$ cat src/design/mme_pkg.sv
// ----------------------------------------------------------------------------
// Matrix multiply engine package
// Shared types, codes and fixed widths for the engine's modules.
// ----------------------------------------------------------------------------
package mme_pkg;

  localparam int VAL_W     = 32;  // signed Q16.16
  localparam int FRAC_W    = 16;
  localparam int IDX_W     = 6;
  localparam int CMD_W     = 2;
  localparam int ROW_W     = 3;
  localparam int CFG_W     = 4;
  localparam int REG_IDX_W = 2;

  localparam logic [CMD_W-1:0] CMD_LOAD_A  = 2'd0;
  localparam logic [CMD_W-1:0] CMD_LOAD_B  = 2'd1;
  localparam logic [CMD_W-1:0] CMD_COMPUTE = 2'd2;

  localparam logic [REG_IDX_W-1:0] REG_ROWS  = 2'd0;
  localparam logic [REG_IDX_W-1:0] REG_COLS  = 2'd1;
  localparam logic [REG_IDX_W-1:0] REG_INNER = 2'd2;

  localparam logic [CFG_W-1:0] DIM_RESET = 4'd8;

  localparam logic [VAL_W-1:0] VAL_MAX = 32'h7fff_ffff;
  localparam logic [VAL_W-1:0] VAL_MIN = 32'h8000_0000;

  typedef struct packed {
    logic [CMD_W-1:0]        cmd;
    logic [IDX_W-1:0]        elem_index;
    logic signed [VAL_W-1:0] elem_value;
  } request_t;

  typedef struct packed {
    logic signed [VAL_W-1:0] product_value;
    logic [ROW_W-1:0]        out_row;
    logic [ROW_W-1:0]        out_col;
    logic                    last;
  } result_t;

  // Controller to datapath commands
  typedef struct packed {
    logic wr_a;        // write left store
    logic wr_b;        // write right store
    logic rd_en;       // one multiply-accumulate step issued
    logic first;       // first step of a dot product
    logic final_step;  // last step of a dot product
    logic emit;        // move finished result into output register
    logic last_elem;   // emitted element is the final one
  } dp_ctrl_t;

  // Datapath to controller status
  typedef struct packed {
    logic res_valid;   // rounded dot product waiting
    logic out_free;    // output register can take a result this cycle
  } dp_stat_t;

endpackage

$ cat src/design/mme_stream_if.sv
// ----------------------------------------------------------------------------
// Matrix multiply engine stream interface
// Valid/ready channel carrying one payload item per transfer.
// ----------------------------------------------------------------------------
interface mme_stream_if #(
  parameter type payload_t = logic
);
  logic     valid;
  logic     ready;
  payload_t payload;

  modport source (output valid, output payload, input ready);
  modport sink   (input valid, input payload, output ready);
endinterface

$ cat src/design/mme_ram.sv
// ----------------------------------------------------------------------------
// Generic RAM
// One write port, one read port, registered read data.
// ----------------------------------------------------------------------------
module mme_ram #(
  parameter int WIDTH = 32,
  parameter int DEPTH = 64,
  localparam int AW = $clog2(DEPTH)
) (
  input  logic             clk,
  input  logic             we,
  input  logic [AW-1:0]    waddr,
  input  logic [WIDTH-1:0] wdata,
  input  logic [AW-1:0]    raddr,
  output logic [WIDTH-1:0] rdata
);

  logic [WIDTH-1:0] mem [DEPTH];

  always_ff @(posedge clk) begin
    if (we) begin
      mem[waddr] <= wdata;
    end
    rdata <= mem[raddr];
  end

endmodule

$ cat src/design/mme_ctrl.sv
// ----------------------------------------------------------------------------
// Matrix multiply engine controller
// Configuration registers, load range checks and the row/column/inner
// sequencer that walks both stores for a compute command.
// ----------------------------------------------------------------------------
module mme_ctrl #(
  parameter int MAX_DIM = 8,
  localparam int CNT_W  = $clog2(MAX_DIM + 1),
  localparam int ADDR_W = $clog2(MAX_DIM * MAX_DIM)
) (
  input  logic                          clk,
  input  logic                          rst,
  input  logic                          write_enable,
  input  logic [mme_pkg::REG_IDX_W-1:0] reg_index,
  input  logic [mme_pkg::CFG_W-1:0]     write_data,
  input  logic                          req_valid,
  output logic                          req_ready,
  input  logic [mme_pkg::CMD_W-1:0]     req_cmd,
  input  logic [mme_pkg::IDX_W-1:0]     req_index,
  input  mme_pkg::dp_stat_t             stat,
  output mme_pkg::dp_ctrl_t             ctrl,
  output logic [ADDR_W-1:0]             wr_addr,
  output logic [ADDR_W-1:0]             rd_addr_a,
  output logic [ADDR_W-1:0]             rd_addr_b,
  output logic [mme_pkg::ROW_W-1:0]     out_row,
  output logic [mme_pkg::ROW_W-1:0]     out_col
);

  localparam int LIM_W = 2 * CNT_W;
  localparam int CMP_W = (LIM_W > mme_pkg::IDX_W) ? LIM_W : mme_pkg::IDX_W;

  localparam logic [1:0] S_IDLE  = 2'd0;
  localparam logic [1:0] S_ISSUE = 2'd1;
  localparam logic [1:0] S_DRAIN = 2'd2;

  logic [1:0]                state;
  logic [mme_pkg::CFG_W-1:0] rows_reg;
  logic [mme_pkg::CFG_W-1:0] cols_reg;
  logic [mme_pkg::CFG_W-1:0] inner_reg;
  logic [CNT_W-1:0]          rows;
  logic [CNT_W-1:0]          cols;
  logic [CNT_W-1:0]          inner;
  logic [CNT_W-1:0]          r;
  logic [CNT_W-1:0]          c;
  logic [CNT_W-1:0]          t;
  logic [ADDR_W-1:0]         a_addr;
  logic [ADDR_W-1:0]         b_addr;
  logic [ADDR_W-1:0]         col_base;
  logic [LIM_W-1:0]          lim_a;
  logic [LIM_W-1:0]          lim_b;
  logic                      accept;
  logic                      row_end;
  logic                      col_end;

  function automatic logic [CNT_W-1:0] eff_dim(input logic [mme_pkg::CFG_W-1:0] v);
    logic [CNT_W-1:0] d;
    if (v == '0) begin
      d = CNT_W'(1);
    end else if (int'(v) > MAX_DIM) begin
      d = CNT_W'(MAX_DIM);
    end else begin
      d = CNT_W'(v);
    end
    return d;
  endfunction

  assign rows  = eff_dim(rows_reg);
  assign cols  = eff_dim(cols_reg);
  assign inner = eff_dim(inner_reg);
  assign lim_a = LIM_W'(rows) * LIM_W'(inner);
  assign lim_b = LIM_W'(inner) * LIM_W'(cols);

  assign req_ready = (state == S_IDLE);
  assign accept    = req_valid && req_ready;
  assign row_end   = (r == rows - CNT_W'(1));
  assign col_end   = (c == cols - CNT_W'(1));

  always_comb begin
    ctrl.wr_a       = accept && (req_cmd == mme_pkg::CMD_LOAD_A)
                      && (CMP_W'(req_index) < CMP_W'(lim_a));
    ctrl.wr_b       = accept && (req_cmd == mme_pkg::CMD_LOAD_B)
                      && (CMP_W'(req_index) < CMP_W'(lim_b));
    ctrl.rd_en      = (state == S_ISSUE);
    ctrl.first      = (t == '0);
    ctrl.final_step = (t == inner - CNT_W'(1));
    ctrl.emit       = (state == S_DRAIN) && stat.res_valid && stat.out_free;
    ctrl.last_elem  = row_end && col_end;
  end

  assign wr_addr   = ADDR_W'(req_index);
  assign rd_addr_a = a_addr;
  assign rd_addr_b = b_addr;
  assign out_row   = mme_pkg::ROW_W'(r);
  assign out_col   = mme_pkg::ROW_W'(c);

  always_ff @(posedge clk) begin
    if (rst) begin
      state     <= S_IDLE;
      rows_reg  <= mme_pkg::DIM_RESET;
      cols_reg  <= mme_pkg::DIM_RESET;
      inner_reg <= mme_pkg::DIM_RESET;
      r         <= '0;
      c         <= '0;
      t         <= '0;
      a_addr    <= '0;
      b_addr    <= '0;
      col_base  <= '0;
    end else begin
      if (write_enable) begin
        unique case (reg_index)
          mme_pkg::REG_ROWS:  rows_reg  <= write_data;
          mme_pkg::REG_COLS:  cols_reg  <= write_data;
          mme_pkg::REG_INNER: inner_reg <= write_data;
          default: ;
        endcase
      end
      unique case (state)
        S_IDLE: begin
          if (accept && (req_cmd == mme_pkg::CMD_COMPUTE)) begin
            state    <= S_ISSUE;
            r        <= '0;
            c        <= '0;
            t        <= '0;
            a_addr   <= '0;
            b_addr   <= '0;
            col_base <= '0;
          end
        end
        S_ISSUE: begin
          if (ctrl.final_step) begin
            state <= S_DRAIN;
            t     <= '0;
          end else begin
            t      <= t + CNT_W'(1);
            a_addr <= a_addr + ADDR_W'(rows);
            b_addr <= b_addr + ADDR_W'(1);
          end
        end
        S_DRAIN: begin
          // hold until the dot product lands in the output register
          if (ctrl.emit) begin
            if (row_end) begin
              r      <= '0;
              a_addr <= '0;
              if (col_end) begin
                state <= S_IDLE;
              end else begin
                state    <= S_ISSUE;
                c        <= c + CNT_W'(1);
                col_base <= col_base + ADDR_W'(inner);
                b_addr   <= col_base + ADDR_W'(inner);
              end
            end else begin
              state  <= S_ISSUE;
              r      <= r + CNT_W'(1);
              a_addr <= ADDR_W'(r) + ADDR_W'(1);
              b_addr <= col_base;
            end
          end
        end
        default: state <= S_IDLE;
      endcase
    end
  end

endmodule

$ cat src/design/mme_datapath.sv
// ----------------------------------------------------------------------------
// Matrix multiply engine datapath
// Operand stores, multiplier, wide accumulator, rounding with saturation
// and the output register.
// ----------------------------------------------------------------------------
module mme_datapath #(
  parameter int MAX_DIM = 8,
  localparam int CNT_W  = $clog2(MAX_DIM + 1),
  localparam int DEPTH  = MAX_DIM * MAX_DIM,
  localparam int ADDR_W = $clog2(DEPTH)
) (
  input  logic                          clk,
  input  logic                          rst,
  input  mme_pkg::dp_ctrl_t             ctrl,
  output mme_pkg::dp_stat_t             stat,
  input  logic [ADDR_W-1:0]             wr_addr,
  input  logic [mme_pkg::VAL_W-1:0]     wr_data,
  input  logic [ADDR_W-1:0]             rd_addr_a,
  input  logic [ADDR_W-1:0]             rd_addr_b,
  input  logic [mme_pkg::ROW_W-1:0]     out_row,
  input  logic [mme_pkg::ROW_W-1:0]     out_col,
  output logic                          result_valid,
  input  logic                          result_ready,
  output mme_pkg::result_t              result_payload
);

  localparam int VAL_W  = mme_pkg::VAL_W;
  localparam int PROD_W = 2 * VAL_W;
  localparam int ACC_W  = PROD_W + CNT_W;
  localparam int SH_W   = ACC_W - mme_pkg::FRAC_W;

  logic [VAL_W-1:0]         a_data;
  logic [VAL_W-1:0]         b_data;
  logic                     rd_v;
  logic                     rd_first;
  logic                     rd_final;
  logic signed [PROD_W-1:0] prod;
  logic                     p_v;
  logic                     p_first;
  logic                     p_final;
  logic signed [ACC_W-1:0]  acc;
  logic                     acc_done;
  logic signed [ACC_W-1:0]  rnd;
  logic [SH_W-1:0]          shifted;
  logic [SH_W-VAL_W:0]      top;
  logic [VAL_W-1:0]         sat;
  logic                     res_valid;
  logic [VAL_W-1:0]         res_value;

  mme_ram #(.WIDTH(VAL_W), .DEPTH(DEPTH)) left_store (
    .clk   (clk),
    .we    (ctrl.wr_a),
    .waddr (wr_addr),
    .wdata (wr_data),
    .raddr (rd_addr_a),
    .rdata (a_data)
  );

  mme_ram #(.WIDTH(VAL_W), .DEPTH(DEPTH)) right_store (
    .clk   (clk),
    .we    (ctrl.wr_b),
    .waddr (wr_addr),
    .wdata (wr_data),
    .raddr (rd_addr_b),
    .rdata (b_data)
  );

  // round to nearest, ties up, then clamp to 32 bits
  assign rnd     = acc + (ACC_W'(1) <<< (mme_pkg::FRAC_W - 1));
  assign shifted = rnd[ACC_W-1:mme_pkg::FRAC_W];
  assign top     = shifted[SH_W-1:VAL_W-1];

  always_comb begin
    if ((&top) || !(|top)) begin
      sat = shifted[VAL_W-1:0];
    end else if (top[SH_W-VAL_W]) begin
      sat = mme_pkg::VAL_MIN;
    end else begin
      sat = mme_pkg::VAL_MAX;
    end
  end

  assign stat.res_valid = res_valid;
  assign stat.out_free  = !result_valid || result_ready;

  always_ff @(posedge clk) begin
    if (rst) begin
      rd_v         <= 1'b0;
      p_v          <= 1'b0;
      acc_done     <= 1'b0;
      res_valid    <= 1'b0;
      result_valid <= 1'b0;
    end else begin
      rd_v     <= ctrl.rd_en;
      p_v      <= rd_v;
      acc_done <= p_v && p_final;
      if (acc_done) begin
        res_valid <= 1'b1;
      end else if (ctrl.emit) begin
        res_valid <= 1'b0;
      end
      if (ctrl.emit) begin
        result_valid <= 1'b1;
      end else if (result_ready) begin
        result_valid <= 1'b0;
      end
    end
  end

  always_ff @(posedge clk) begin
    rd_first <= ctrl.first;
    rd_final <= ctrl.final_step;
    p_first  <= rd_first;
    p_final  <= rd_final;
    prod     <= $signed(a_data) * $signed(b_data);
    if (p_v) begin
      acc <= (p_first ? ACC_W'(0) : acc) + ACC_W'(prod);
    end
    if (acc_done) begin
      res_value <= sat;
    end
    if (ctrl.emit) begin
      result_payload.product_value <= res_value;
      result_payload.out_row       <= out_row;
      result_payload.out_col       <= out_col;
      result_payload.last          <= ctrl.last_elem;
    end
  end

endmodule

$ cat src/design/matrix_multiply_engine_core.sv
// ----------------------------------------------------------------------------
// Matrix multiply engine
// C = A * B on signed Q16.16 matrices held column-major in two stores.
// ----------------------------------------------------------------------------
// Channel   Dir   Handshake       Payload
// request   in    valid/ready     cmd, elem_index, elem_value
// result    out   valid/ready     product_value, out_row, out_col, last
// config    in    write_enable    reg_index, write_data
//
// Loads stream back to back.
// In a compute, each element walks the inner dimension one
// multiply-accumulate per cycle through the store read ports, then
// drains through multiply, accumulate and rounding registers.
// request.ready is low during a compute.
// Reset is synchronous; dimensions return to 8, store contents are kept.
// A stalled result holds the sequencer before the next element is issued.
// ----------------------------------------------------------------------------
module matrix_multiply_engine_core #(
  parameter int MAX_DIM = 8
) (
  input  logic                          clk,
  input  logic                          rst,
  input  logic                          write_enable,
  input  logic [mme_pkg::REG_IDX_W-1:0] reg_index,
  input  logic [mme_pkg::CFG_W-1:0]     write_data,
  mme_stream_if.sink                    request,
  mme_stream_if.source                  result
);

  localparam int ADDR_W = $clog2(MAX_DIM * MAX_DIM);

  mme_pkg::dp_ctrl_t            ctrl;
  mme_pkg::dp_stat_t            stat;
  mme_pkg::request_t            req;
  mme_pkg::result_t             res;
  logic [ADDR_W-1:0]            wr_addr;
  logic [ADDR_W-1:0]            rd_addr_a;
  logic [ADDR_W-1:0]            rd_addr_b;
  logic [mme_pkg::ROW_W-1:0]    out_row;
  logic [mme_pkg::ROW_W-1:0]    out_col;
  logic                         req_ready;
  logic                         res_valid;

  assign req            = request.payload;
  assign request.ready  = req_ready;
  assign result.valid   = res_valid;
  assign result.payload = res;

  mme_ctrl #(.MAX_DIM(MAX_DIM)) u_ctrl (
    .clk          (clk),
    .rst          (rst),
    .write_enable (write_enable),
    .reg_index    (reg_index),
    .write_data   (write_data),
    .req_valid    (request.valid),
    .req_ready    (req_ready),
    .req_cmd      (req.cmd),
    .req_index    (req.elem_index),
    .stat         (stat),
    .ctrl         (ctrl),
    .wr_addr      (wr_addr),
    .rd_addr_a    (rd_addr_a),
    .rd_addr_b    (rd_addr_b),
    .out_row      (out_row),
    .out_col      (out_col)
  );

  mme_datapath #(.MAX_DIM(MAX_DIM)) u_datapath (
    .clk            (clk),
    .rst            (rst),
    .ctrl           (ctrl),
    .stat           (stat),
    .wr_addr        (wr_addr),
    .wr_data        (req.elem_value),
    .rd_addr_a      (rd_addr_a),
    .rd_addr_b      (rd_addr_b),
    .out_row        (out_row),
    .out_col        (out_col),
    .result_valid   (res_valid),
    .result_ready   (result.ready),
    .result_payload (res)
  );

endmodule
$ cat src/flat_wrapper.sv
// flat-port wrapper written by rule: the top's interface ports become plain ports
module matrix_multiply_engine_core_flat 
#(
  parameter int MAX_DIM = 8
)
  (clk, rst, write_enable, reg_index, write_data, request_valid, request_payload, request_ready, result_valid, result_payload, result_ready);
  mme_stream_if request_i ();
  mme_stream_if result_i ();
  input  logic clk;
  input  logic rst;
  input  logic write_enable;
  input  logic [mme_pkg::REG_IDX_W-1:0] reg_index;
  input  logic [mme_pkg::CFG_W-1:0] write_data;
  input wire logic [$bits(request_i.valid)-1:0] request_valid;
  input wire logic [$bits(request_i.payload)-1:0] request_payload;
  output wire logic [$bits(request_i.ready)-1:0] request_ready;
  output wire logic [$bits(result_i.valid)-1:0] result_valid;
  output wire logic [$bits(result_i.payload)-1:0] result_payload;
  input wire logic [$bits(result_i.ready)-1:0] result_ready;
  assign request_i.valid = request_valid;
  assign request_i.payload = request_payload;
  assign request_ready = request_i.ready;
  assign result_valid = result_i.valid;
  assign result_payload = result_i.payload;
  assign result_i.ready = result_ready;
  matrix_multiply_engine_core #(.MAX_DIM(MAX_DIM)) u_core (.clk(clk), .rst(rst), .write_enable(write_enable), .reg_index(reg_index), .write_data(write_data), .request(request_i), .result(result_i));
endmodule
$ cat config.mk
export PLATFORM = sky130hd
export DESIGN_NAME = matrix_multiply_engine_core_flat
export DESIGN_NICKNAME = d
export VERILOG_FILES = /design/src/design/mme_pkg.sv /design/src/design/mme_stream_if.sv /design/src/design/mme_ram.sv /design/src/design/mme_ctrl.sv /design/src/design/mme_datapath.sv /design/src/design/matrix_multiply_engine_core.sv /design/src/flat_wrapper.sv
export SDC_FILE = /design/constraint.sdc
export NUM_CORES = 1
export LEC_CHECK = 0
export BUFFER_PORTS_ARGS = -buffer_cell sky130_fd_sc_hd__buf_2
export CORE_MARGIN = 2
export CORE_UTILIZATION = 45
export CTS_BUF_LIST = sky130_fd_sc_hd__clkbuf_2
export DETAILED_ROUTE_END_ITERATION = 8
export GPL_TIMING_DRIVEN = 1
export MAX_ROUTING_LAYER = met4
export PLACE_DENSITY_LB_ADDON = 0.08
export SLEW_MARGIN = 20
export SYNTH_ARGS = -nofsm -noshare
export SYNTH_HDL_FRONTEND = slang
export SYNTH_SLANG_ARGS = --single-unit
$ cat constraint.sdc
create_clock -name clk -period 2.36 [get_ports clk]
set_clock_uncertainty 0.15 [all_clocks]
set_input_delay 0.354 -clock clk [delete_from_list [all_inputs] [get_ports clk]]
set_output_delay 0.354 -clock clk [all_outputs]
set_load 0.005 [all_outputs]
Yosys cells after proc, flatten, opt, wreduce, memory -nomap -nowiden

Index checks and enable logic that the tools add are counted.

Bits in registers: 34
Bits of input ports: 12
Output and inout bits: 3
Word-level logic and storage cells: 71

$add $sub $neg: 6
$lt $le $gt $ge: 3
Eq/ne operators: 9
Multiplexer cells: 17
Bitwise operators: 2
Reductions and logical operators: 19

Operators with widths:

| operator                                              | count |
|---|---|
| two-way mux 4 bit                                     | 8 |
| adder 4 x 1 -> 4 bit (second input constant)          | 3 |
| == test 4 bit                                         | 3 |
| greater-than comparator 4 bit (second input constant) | 3 |
| zero test 4 bit                                       | 3 |
| subtractor 4 x 1 -> 4 bit (second input constant)     | 3 |
| AND reduction 2 bit                                   | 4 |
| two-way mux 2 bit                                     | 3 |
| case mux 2 bit (3 select lines)                       | 1 |
| two-way mux 1 bit                                     | 5 |
| == test 2 x 1 -> 1 bit (second input constant)        | 2 |
| == test 2 bit (second input constant)                 | 2 |
| logical AND 1 bit                                     | 4 |
| zero test 2 bit                                       | 2 |
| AND reduction 4 bit                                   | 1 |
| nonzero test 2 bit                                    | 2 |
| AND reduction 3 bit                                   | 1 |
| != test 2 x 1 -> 1 bit (second input constant)        | 1 |
| != test 2 bit (second input constant)                 | 1 |
| inverter 1 bit                                        | 2 |
| zero test 1 bit                                       | 1 |
| logical OR 1 bit                                      | 1 |

Longest topological paths before layout

Gate-level depths: netlist of the first run.

Depth in word-level cells: 9
Depth in mapped cells: 9
Depth with buffers taken out: 9

Hierarchy

A second synthesis of the first run with hierarchy kept.

Cell total of the unflattened synthesis: 12,149
Area total of the unflattened synthesis: 208,677.6 µm²

By module, submodules not included:

| module                                   | times used | cells an instance | area an instance (µm²) | sequential area each (µm²) |
|---|---|---|---|---|
| mme_ram at u_core.u_datapath.right_store | 1          | 3,324             | 78,515.3               | 62,139.6 |
| mme_ram at u_core.u_datapath.left_store  | 1          | 3,324             | 78,512.8               | 62,139.6 |
| mme_datapath                             | 1          | 5,009             | 47,648.2               | 5,635.4 |
| mme_ctrl                                 | 1          | 491               | 3,997.6                | 880.8 |
| matrix_multiply_engine_core              | 1          | 1                 | 3.8                    | 0.0 |

Worst setup path before layout of the first run

Ideal clock, no wire load.

Kind: register to register
Start: reg u_core.u_ctrl.cols_reg[1] in the netlist's numbering
End: reg u_core.u_ctrl.c[3]
Setup time: 123 ps
Data arrival time: 2,047 ps
Data required time: 2,087 ps
Path slack: 39 ps
Cell stages (with the launch flop): 9
Buffers on the path: 0
Clock period less this slack: 2,321 ps
Cells stage by stage: dfxtp_1 o21ba_1 or2_2 ha_1 xnor2_1 xnor2_1 a2111oi_4 nor4_1 mux2_1

Longest elaborated chain between the ends: 7
Elaborated cells on any way between the ends: 8
Classes of those cells: 1 x add/sub; 1 x order compare; 1 x eq/ne; 2 x mux; 1 x bitwise; 2 x reduce/logical

RTL lines:

| item                              | RTL line        | RTL |
|---|---|---|
| start: declaration                | mme_ctrl.sv:38  | `logic [mme_pkg::CFG_W-1:0] cols_reg;` |
| start signal: assignment          | mme_ctrl.sv:100 | `cols_reg <= mme_pkg::DIM_RESET;` |
| start signal: assignment          | mme_ctrl.sv:112 | `mme_pkg::REG_COLS: cols_reg <= write_data;` |
| greater-than comparator 4 bit     | mme_ctrl.sv:59  | `end else if (int'(v) > MAX_DIM) begin` |
| two-way mux 4 bit                 | mme_ctrl.sv:59  |  |
| two-way mux 4 bit (*)             | mme_ctrl.sv:57  | `if (v == '0) begin` |
| subtractor 4 x 1 -> 4 bit (*)     | mme_ctrl.sv:76  | `assign col_end = (c == cols - CNT_W'(1));` |
| == test 4 bit (*)                 | mme_ctrl.sv:76  |  |
| inverter 1 bit (no line) (*)      | -               |  |
| AND reduction 4 bit (no line) (*) | -               |  |
| end signal: assignment            | mme_ctrl.sv:149 | `c <= c + CNT_W'(1);` |
| end: declaration                  | mme_ctrl.sv:44  | `logic [CNT_W-1:0] c;` |

Mark *: on every way between the ends. The rest lies on a longest branch, timed or not.
A chain may end at the register's enable or synchronous reset.

Worst setup path in the final report of the first run

Start: reg u_core.u_ctrl.inner_reg[2] in the netlist's numbering
End: reg u_core.u_ctrl.state[0]

Longest elaborated chain between the ends: 7
Elaborated cells on any way between the ends: 8
Classes of those cells: 1 x add/sub; 1 x order compare; 2 x eq/ne; 2 x mux; 2 x reduce/logical

RTL lines:

| item                              | RTL line        | RTL |
|---|---|---|
| start: declaration                | mme_ctrl.sv:39  | `logic [mme_pkg::CFG_W-1:0] inner_reg;` |
| start signal: assignment          | mme_ctrl.sv:101 | `inner_reg <= mme_pkg::DIM_RESET;` |
| start signal: assignment          | mme_ctrl.sv:113 | `mme_pkg::REG_INNER: inner_reg <= write_data;` |
| greater-than comparator 4 bit     | mme_ctrl.sv:59  |  |
| two-way mux 4 bit                 | mme_ctrl.sv:59  |  |
| two-way mux 4 bit (*)             | mme_ctrl.sv:57  |  |
| subtractor 4 x 1 -> 4 bit (*)     | mme_ctrl.sv:85  | `ctrl.final_step = (t == inner - CNT_W'(1));` |
| == test 4 bit (*)                 | mme_ctrl.sv:85  |  |
| != test 2 bit (no line) (*)       | -               |  |
| AND reduction 3 bit (no line) (*) | -               |  |
| end signal: assignment            | mme_ctrl.sv:98  | `state <= S_IDLE;` |
| end signal: assignment            | mme_ctrl.sv:120 | `state <= S_ISSUE;` |
| end signal: assignment            | mme_ctrl.sv:131 | `state <= S_DRAIN;` |
| end: declaration                  | mme_ctrl.sv:36  | `logic [1:0] state;` |

Marked as above.

==> metrics.txt, run 1 <==
clk root buf clkbuf_2; clock sinks 34; Net Sw Power ~0.24 mW; CTS tree yes; status finished, final reports clean; routed vias/inst 5.09; final wirelength about 3000 µm; Max VDD drop between 0.3 and 0.4 mV; top cells by area, synth dfxtp_1 39%, ha_1 6.7%, mux2i_1 6.6%; r2r startpoint u_core.u_ctrl.inner_reg[2]$_SDFFE_PP0P_; # IOs 15; sequential area share after synthesis 0.411; Setup TNS 0 ns; Internal Pwr Total 0.709 mW; post-synthesis compound-gate area fraction 0.113; Combinational Power Share 0.098; largest net degree at the start of global routing 33; post-synthesis adder-cell area fraction 0.0671; layout cells sized above 1 0.229; Initial Utilization 0.462; fin nets 225; worst-path maximum fanout 4; DRT antenna net count 0; pwr/cell area around 480 nW/µm²; asr flop ratio synth 0; Final Total Pwr 0.950 mW; main combinational cell family by area after synthesis simple AND/OR/NAND/NOR gates; DR iter-0 viols 56; switch share 0.254; reg-to-reg slack, setup ~0.072 ns; Syn Std Cell Area between 1500 and 2000 µm²; port bufs 12; height of the die approximately 65 µm; worst hold stages 2; Setup CP Type register to register; Core Util, Final 0.541; fill cell count about 360; Core ar. 3630 µm²; Synth Register Bits 34; Tcrit/Tclk final 0.969; Mean Syn Cell Area roughly 9.4 µm²; Avg WL per Cell 12.1 µm; Syn Nets between 150 and 200; Post-synth EDFFs 1; vias in the first global route around 1300; Core Rows 22; XOR/XNOR share of the synthesized area 0.0626; ys flop type dfxtp_1; Synth area leader dfxtp_1; final hold violations 0; Worst setup EP type register; TritonCTS Buffers 5; later-pin clock latency in the skew report between 0.3 and 0.4 ns; Clock Power Share 0.274; die area roughly 4200 µm²; Slew HR 0.635; vias after detailed routing 1287; startpoint types register; fin crit period ~2.3 ns; Ys Warns 0; post-synthesis mux area share 0.0812; Longest Clk Path Bufs 2; synthesis-to-finish area growth 17.1%; DR DRC count 0; Fmax 0.437 GHz; required time of the critical path ~2.5 ns; RSZ-0062 raised after global routing true; Hold Path Origin write_data[3]; detailed placement HPWL ~2300 µm; CTS clk-pin slew, worst paths 0.17 ns; Final GP Congestion slightly below 0.9; final setup vio count 0; hold worst-path end u_core.u_ctrl.rows_reg[3]$_SDFFE_PP1P_; CTS hold repair buffers 0; Worst R2R End u_core.u_ctrl.state[0]$_SDFFE_PP0P_; GR Overflow Total 0; Post-Synth Simple-Gate Area 0.245; Sequential Power Share 0.629; Worst Max-Slew Pin Slew between 0.5 and 0.6 ns; max-cap viol count 0; H-tree depth 2; Pre-antenna DRT Iters 4; Unique masters post-synth 40; CP arrival between 2 and 2.5 ns; finished layout cell area slightly below 2000 µm²; Final Max Tran Viols 0; die width roughly 65 µm; leakage a little under 0.8 nW; area share of the largest cell type after synthesis 0.393; initial antenna violation count 0; worst min-delay path class primary input to register; Total Routing Usage GR 0.172; worst hold margin between 0.04 and 0.05 ns; wire length of the first global-routing pass about 5500 µm; worst r2r path cells 8; Cells after Synth around 180; diodes inserted 0; placed instance area ~1800 µm²
-- what timing repair did --
action                     4_1_cts  5_1_grt
pin swaps                        9        3
resized for setup                6        8
setup endpoints to repair        6        5
buffers inserted                 0        2
-- worst max-delay path by stage --
stage / startpoint / endpoint / slack, ns / cells past startpoint
after global placement: u_core.u_ctrl.cols_reg[1]$_SDFFE_PP0P_ / u_core.u_ctrl.c[3]$_SDFFE_PP0P_ / -0.04 / 8
after detailed placement: u_core.u_ctrl.cols_reg[1]$_SDFFE_PP0P_ / u_core.u_ctrl.c[3]$_SDFFE_PP0P_ / -0.10 / 8
after CTS: u_core.u_ctrl.rows_reg[2]$_SDFFE_PP0P_ / u_core.u_ctrl.c[0]$_SDFFE_PP0P_ / 0.004 / 9
after global routing: u_core.u_ctrl.rows_reg[1]$_SDFFE_PP0P_ / u_core.u_ctrl.c[3]$_SDFFE_PP0P_ / -0.05 / 8
after floorplan: u_core.u_ctrl.cols_reg[1]$_SDFFE_PP0P_ / u_core.u_ctrl.c[3]$_SDFFE_PP0P_ / 0.04 / 8
final: u_core.u_ctrl.inner_reg[2]$_SDFFE_PP0P_ / u_core.u_ctrl.state[0]$_SDFFE_PP0P_ / 0.07 / 8
-- power groups by stage --
stage               clock network, mW  logic, mW  registers [mW]
floorplan                           0     0.0581           0.606
global placement                    0     0.0797           0.608
detailed placement                  0     0.0830           0.608
CTS                             0.274     0.0860           0.597
global route                    0.300      0.104           0.600
finish                          0.260     0.0929           0.597
-- worst max-delay path, stage by stage (launching register included) --
cell and delay [ns]:
dfxtp_2 0.36, o21bai_1 0.17, nand2b_1 0.08, ha_1 0.23
xnor2_2 0.14, xnor2_1 0.15, o31a_1 0.31, or4b_1 0.50
o32ai_1 0.12
-- layer usage --
metal / wire length, µm / up-vias / part of all wire / GRT usage
met2: 1520 / 10 / 0.50 / 0.289
met4: 44 / 0 / 0.014 / 0.0625
met1: 1410 / 600 / 0.46 / 0.192
li1: - / 671 / - / -
met3: 93 / 6 / 0.030 / 0.0538
met5: 0 / - / 0 / -
-- final cells by class --
cell class                      count  area [µm²]  area share
Multi-Input combinational cell    135        1010       0.516
Sequential cell                    34         696       0.354
Timing Repair Buffer               22         135      0.0687
Tap cell                           48        60.1      0.0306
Clock buffer                        6        30.0      0.0153
Inverter                            6        22.5      0.0115
Clock inverter                      2        8.76     0.00446
-- synthesized netlist by cell type, types with 3 or more instances --
library cell	n
nor2b_1	8
nand2_1	11
a211o_1	3
dfxtp_1	33
clkbuf_1	3
o21bai_1	3
xor2_1	3
nand3_1	6
inv_1	6
xnor2_1	9
mux2i_1	11
nand3b_1	4
nor2_1	24
a21oi_1	8
or3_1	4
nand2b_1	10
ha_1	9
-- cell usage in the layout (no fill, tap or decap), types with 2 or more instances in the layout --
master / instances
o21bai_1: 3
nand2_1: 11
nand2b_1: 10
dfxtp_2: 4
xor2_1: 2
a21oi_1: 7
xnor2_1: 6
a211o_1: 3
buf_2: 12
ha_1: 8
nor2b_1: 8
xnor2_2: 3
inv_1: 6
clkbuf_2: 6
nand3_1: 6
mux2i_1: 11
nor2_1: 23
or3_1: 4
buf_4: 10
dfxtp_1: 29
nand3b_1: 4
-- stage by stage --
stage,instances,setup slack (ns)
finish,253,0.0722
global route,253,-0.0516
CTS,251,0.00405
detailed placement,243,-0.100
global placement,243,-0.0442
floorplan,178,0.0393
-- cells by family (layout without fill, tap and decap cells) --
group	after synthesis	count (layout)
AOI/OAI and AO/OA	24	24
buffers and inverters	9	36
xor gates and xnor gates	12	12
and+or+nand+nor	77	77
muxes	13	13
adders and majority gates	9	9
DFF	34	34
(Power assumes the default switching activity.)
==> run 2: changes to the inputs <==
Settings changed: CORE_UTILIZATION 45 to 55.
==> run 2 against run 1 <==
- worst setup slack lost 0.0040 ns
- first-iteration DRC count increased by 8.9%
- via count is 2.5% higher
- total power down 2.5%
- critical path depth increased by 1
- sequential power is essentially flat
==> metrics.txt, run 2 (same netlist as run 1, synthesis figures left out) <==
Pre-antenna DRT Iters 4; reg-to-reg slack, setup 0.07 ns; r2r startpoint u_core.u_ctrl.cols_reg[1]$_SDFFE_PP0P_; pwr/cell area about 480 nW/µm²; required time of the critical path roughly 2.5 ns; Setup CP Type register to register; height of the die between 50 and 60 µm; non-filler cells, final 237; Final Total Pwr 0.927 mW; Initial Utilization 0.564; fin nets between 200 and 250; Tcrit/Tclk final 0.971; max-cap viol count 0; DR iter-0 viols just over 60; placed cells ~230; CTS tree yes; wire length of the first global-routing pass around 5200 µm; Slew HR 0.499; Longest Clk Path Bufs 2; DR DRC count 0; Core Rows 20; Worst path most repeated cell xnor2_2; CP arrival around 2.4 ns; Worst setup EP type register; Avg WL per Cell about 13 µm; startpoint types register; fin crit period between 2 and 2.5 ns; worst min-delay path class primary input to register; routed vias/inst about 5.6; die area about 3500 µm²; final hold violations 0; RSZ-0062 raised after global routing true; vias after detailed routing 1319; Total Routing Usage GR 0.206; initial antenna violation count 0; worst-path maximum fanout 5; final wirelength between 3000 and 4000 µm; TritonCTS Buffers 5; Worst Max-Slew Pin Slew 0.750 ns; vias in the first global route approximately 1200; Final GP Congestion 0.811; H-tree depth 2; layout cells sized above 1 0.216; Setup TNS 0 ns; crit path to u_core.u_ctrl.c[3]$_SDFFE_PP0P_; die width a little under 60 µm; Fmax between 0.4 and 0.5 GHz; commonest cells after routing, fill and taps aside 30 x dfxtp_1, 23 x nor2_1, 12 x buf_2, 11 x mux2i_1, 11 x nand2_1; worst hold margin between 0.05 and 0.06 ns; crit path max-delay cell type dfxtp_2; worst r2r path cells 9; CTS hold repair buffers 0; diodes inserted 0; clk root buf clkbuf_2; Final Max Tran Viols 0; GR Overflow Total 0; commonest non-fill, non-tap cell in the layout dfxtp_1; CTS clk-pin slew, worst paths around 0.16 ns; synthesis-to-finish area growth 15.8%; leakage about 0.77 nW; crit-path cells o21ba_1, or2_4, ha_4, xnor2_2, xnor2_2, a2111oi_4, buf_4, nor4_2, mux2_1; # IOs 15; critical path startpoint u_core.u_ctrl.cols_reg[1]$_SDFFE_PP0P_; port bufs 12; DRT antenna net count 0; Worst R2R End u_core.u_ctrl.c[3]$_SDFFE_PP0P_; later-pin clock latency in the skew report between 0.3 and 0.4 ns; Max VDD drop 0.347 mV; final setup vio count 0; Core ar. around 3000 µm²; clock sinks 34; crit-path max cell delay 0.35 ns; detailed placement HPWL around 2200 µm; status finished, final reports clean; largest net degree at the start of global routing 33
run 2: cell type report:
type                            instances  area [µm²]
Fill cell                             269        1030
Clock buffer                            5        25.0
Sequential cell                        34         694
Clock inverter                          1        3.75
Inverter                                6        22.5
Tap cell                               33        41.3
Timing Repair Buffer                   23         146
Multi-Input combinational cell        135        1010
run 2: stage by stage:
step            util  setup slack, ns  area, µm²
6_report       0.653           0.0681       1940
2_1_floorplan      -           0.0393       1680
3_3_place_gp   0.612          -0.0332       1820
4_1_cts        0.632           0.0103       1880
5_1_grt        0.653          -0.0351       1940
3_5_place_dp   0.612          -0.0867       1820
run 2: worst min-delay path by stage:
stage / startpoint / to / slack (ns) / cells after the start
final: write_data[3] / u_core.u_ctrl.rows_reg[3]$_SDFFE_PP1P_ / 0.06 / 2
after global routing: write_data[3] / u_core.u_ctrl.rows_reg[3]$_SDFFE_PP1P_ / 0.03 / 2
after floorplan: u_core.u_datapath.rd_final$_DFF_P_ / u_core.u_datapath.p_final$_DFF_P_ / 0.16 / 0
after global placement: u_core.u_datapath.rd_final$_DFF_P_ / u_core.u_datapath.p_final$_DFF_P_ / 0.16 / 0
after CTS: write_data[3] / u_core.u_ctrl.rows_reg[3]$_SDFFE_PP1P_ / 0.05 / 2
after detailed placement: u_core.u_datapath.rd_final$_DFF_P_ / u_core.u_datapath.p_final$_DFF_P_ / 0.16 / 0
run 2: layer usage:
layer,vias to the layer above,part of all wire,track usage
li1,673,-,-
met1,618,0.46,0.248
met2,20,0.48,0.319
met3,8,0.041,0.0546
met4,0,0.020,0.0974
met5,-,0,-
run 2: worst max-delay path: cells and delay by family (launching register included):
family | cells | cell delay (ns)
buffers and inverters | 1 | 0.21
xor gates and xnor gates | 2 | 0.29
DFF | 1 | 0.35
and+or+nand+nor | 2 | 0.29
AOI/OAI and AO/OA | 2 | 0.45
adders and majority gates | 1 | 0.16
muxes | 1 | 0.32
run 2: where the power goes:
| part | internal, mW | total, mW | switching [mW] | leakage (nW) |
|---|---|---|---|---|
| registers | 0.587 | 0.596 | 0.00928 | 0.280 |
| clock network | 0.0588 | 0.238 | 0.179 | 0.0223 |
| logic | 0.0486 | 0.0926 | 0.0440 | 0.464 |
| total | 0.694 | 0.927 | 0.233 | 0.766 |
run 2: repair_timing:
item | CTS | global route
buffers inserted | 0 | 4
pin swaps | 5 | 11
gates resized for setup | 6 | 8
setup endpoints to repair | 6 | 10
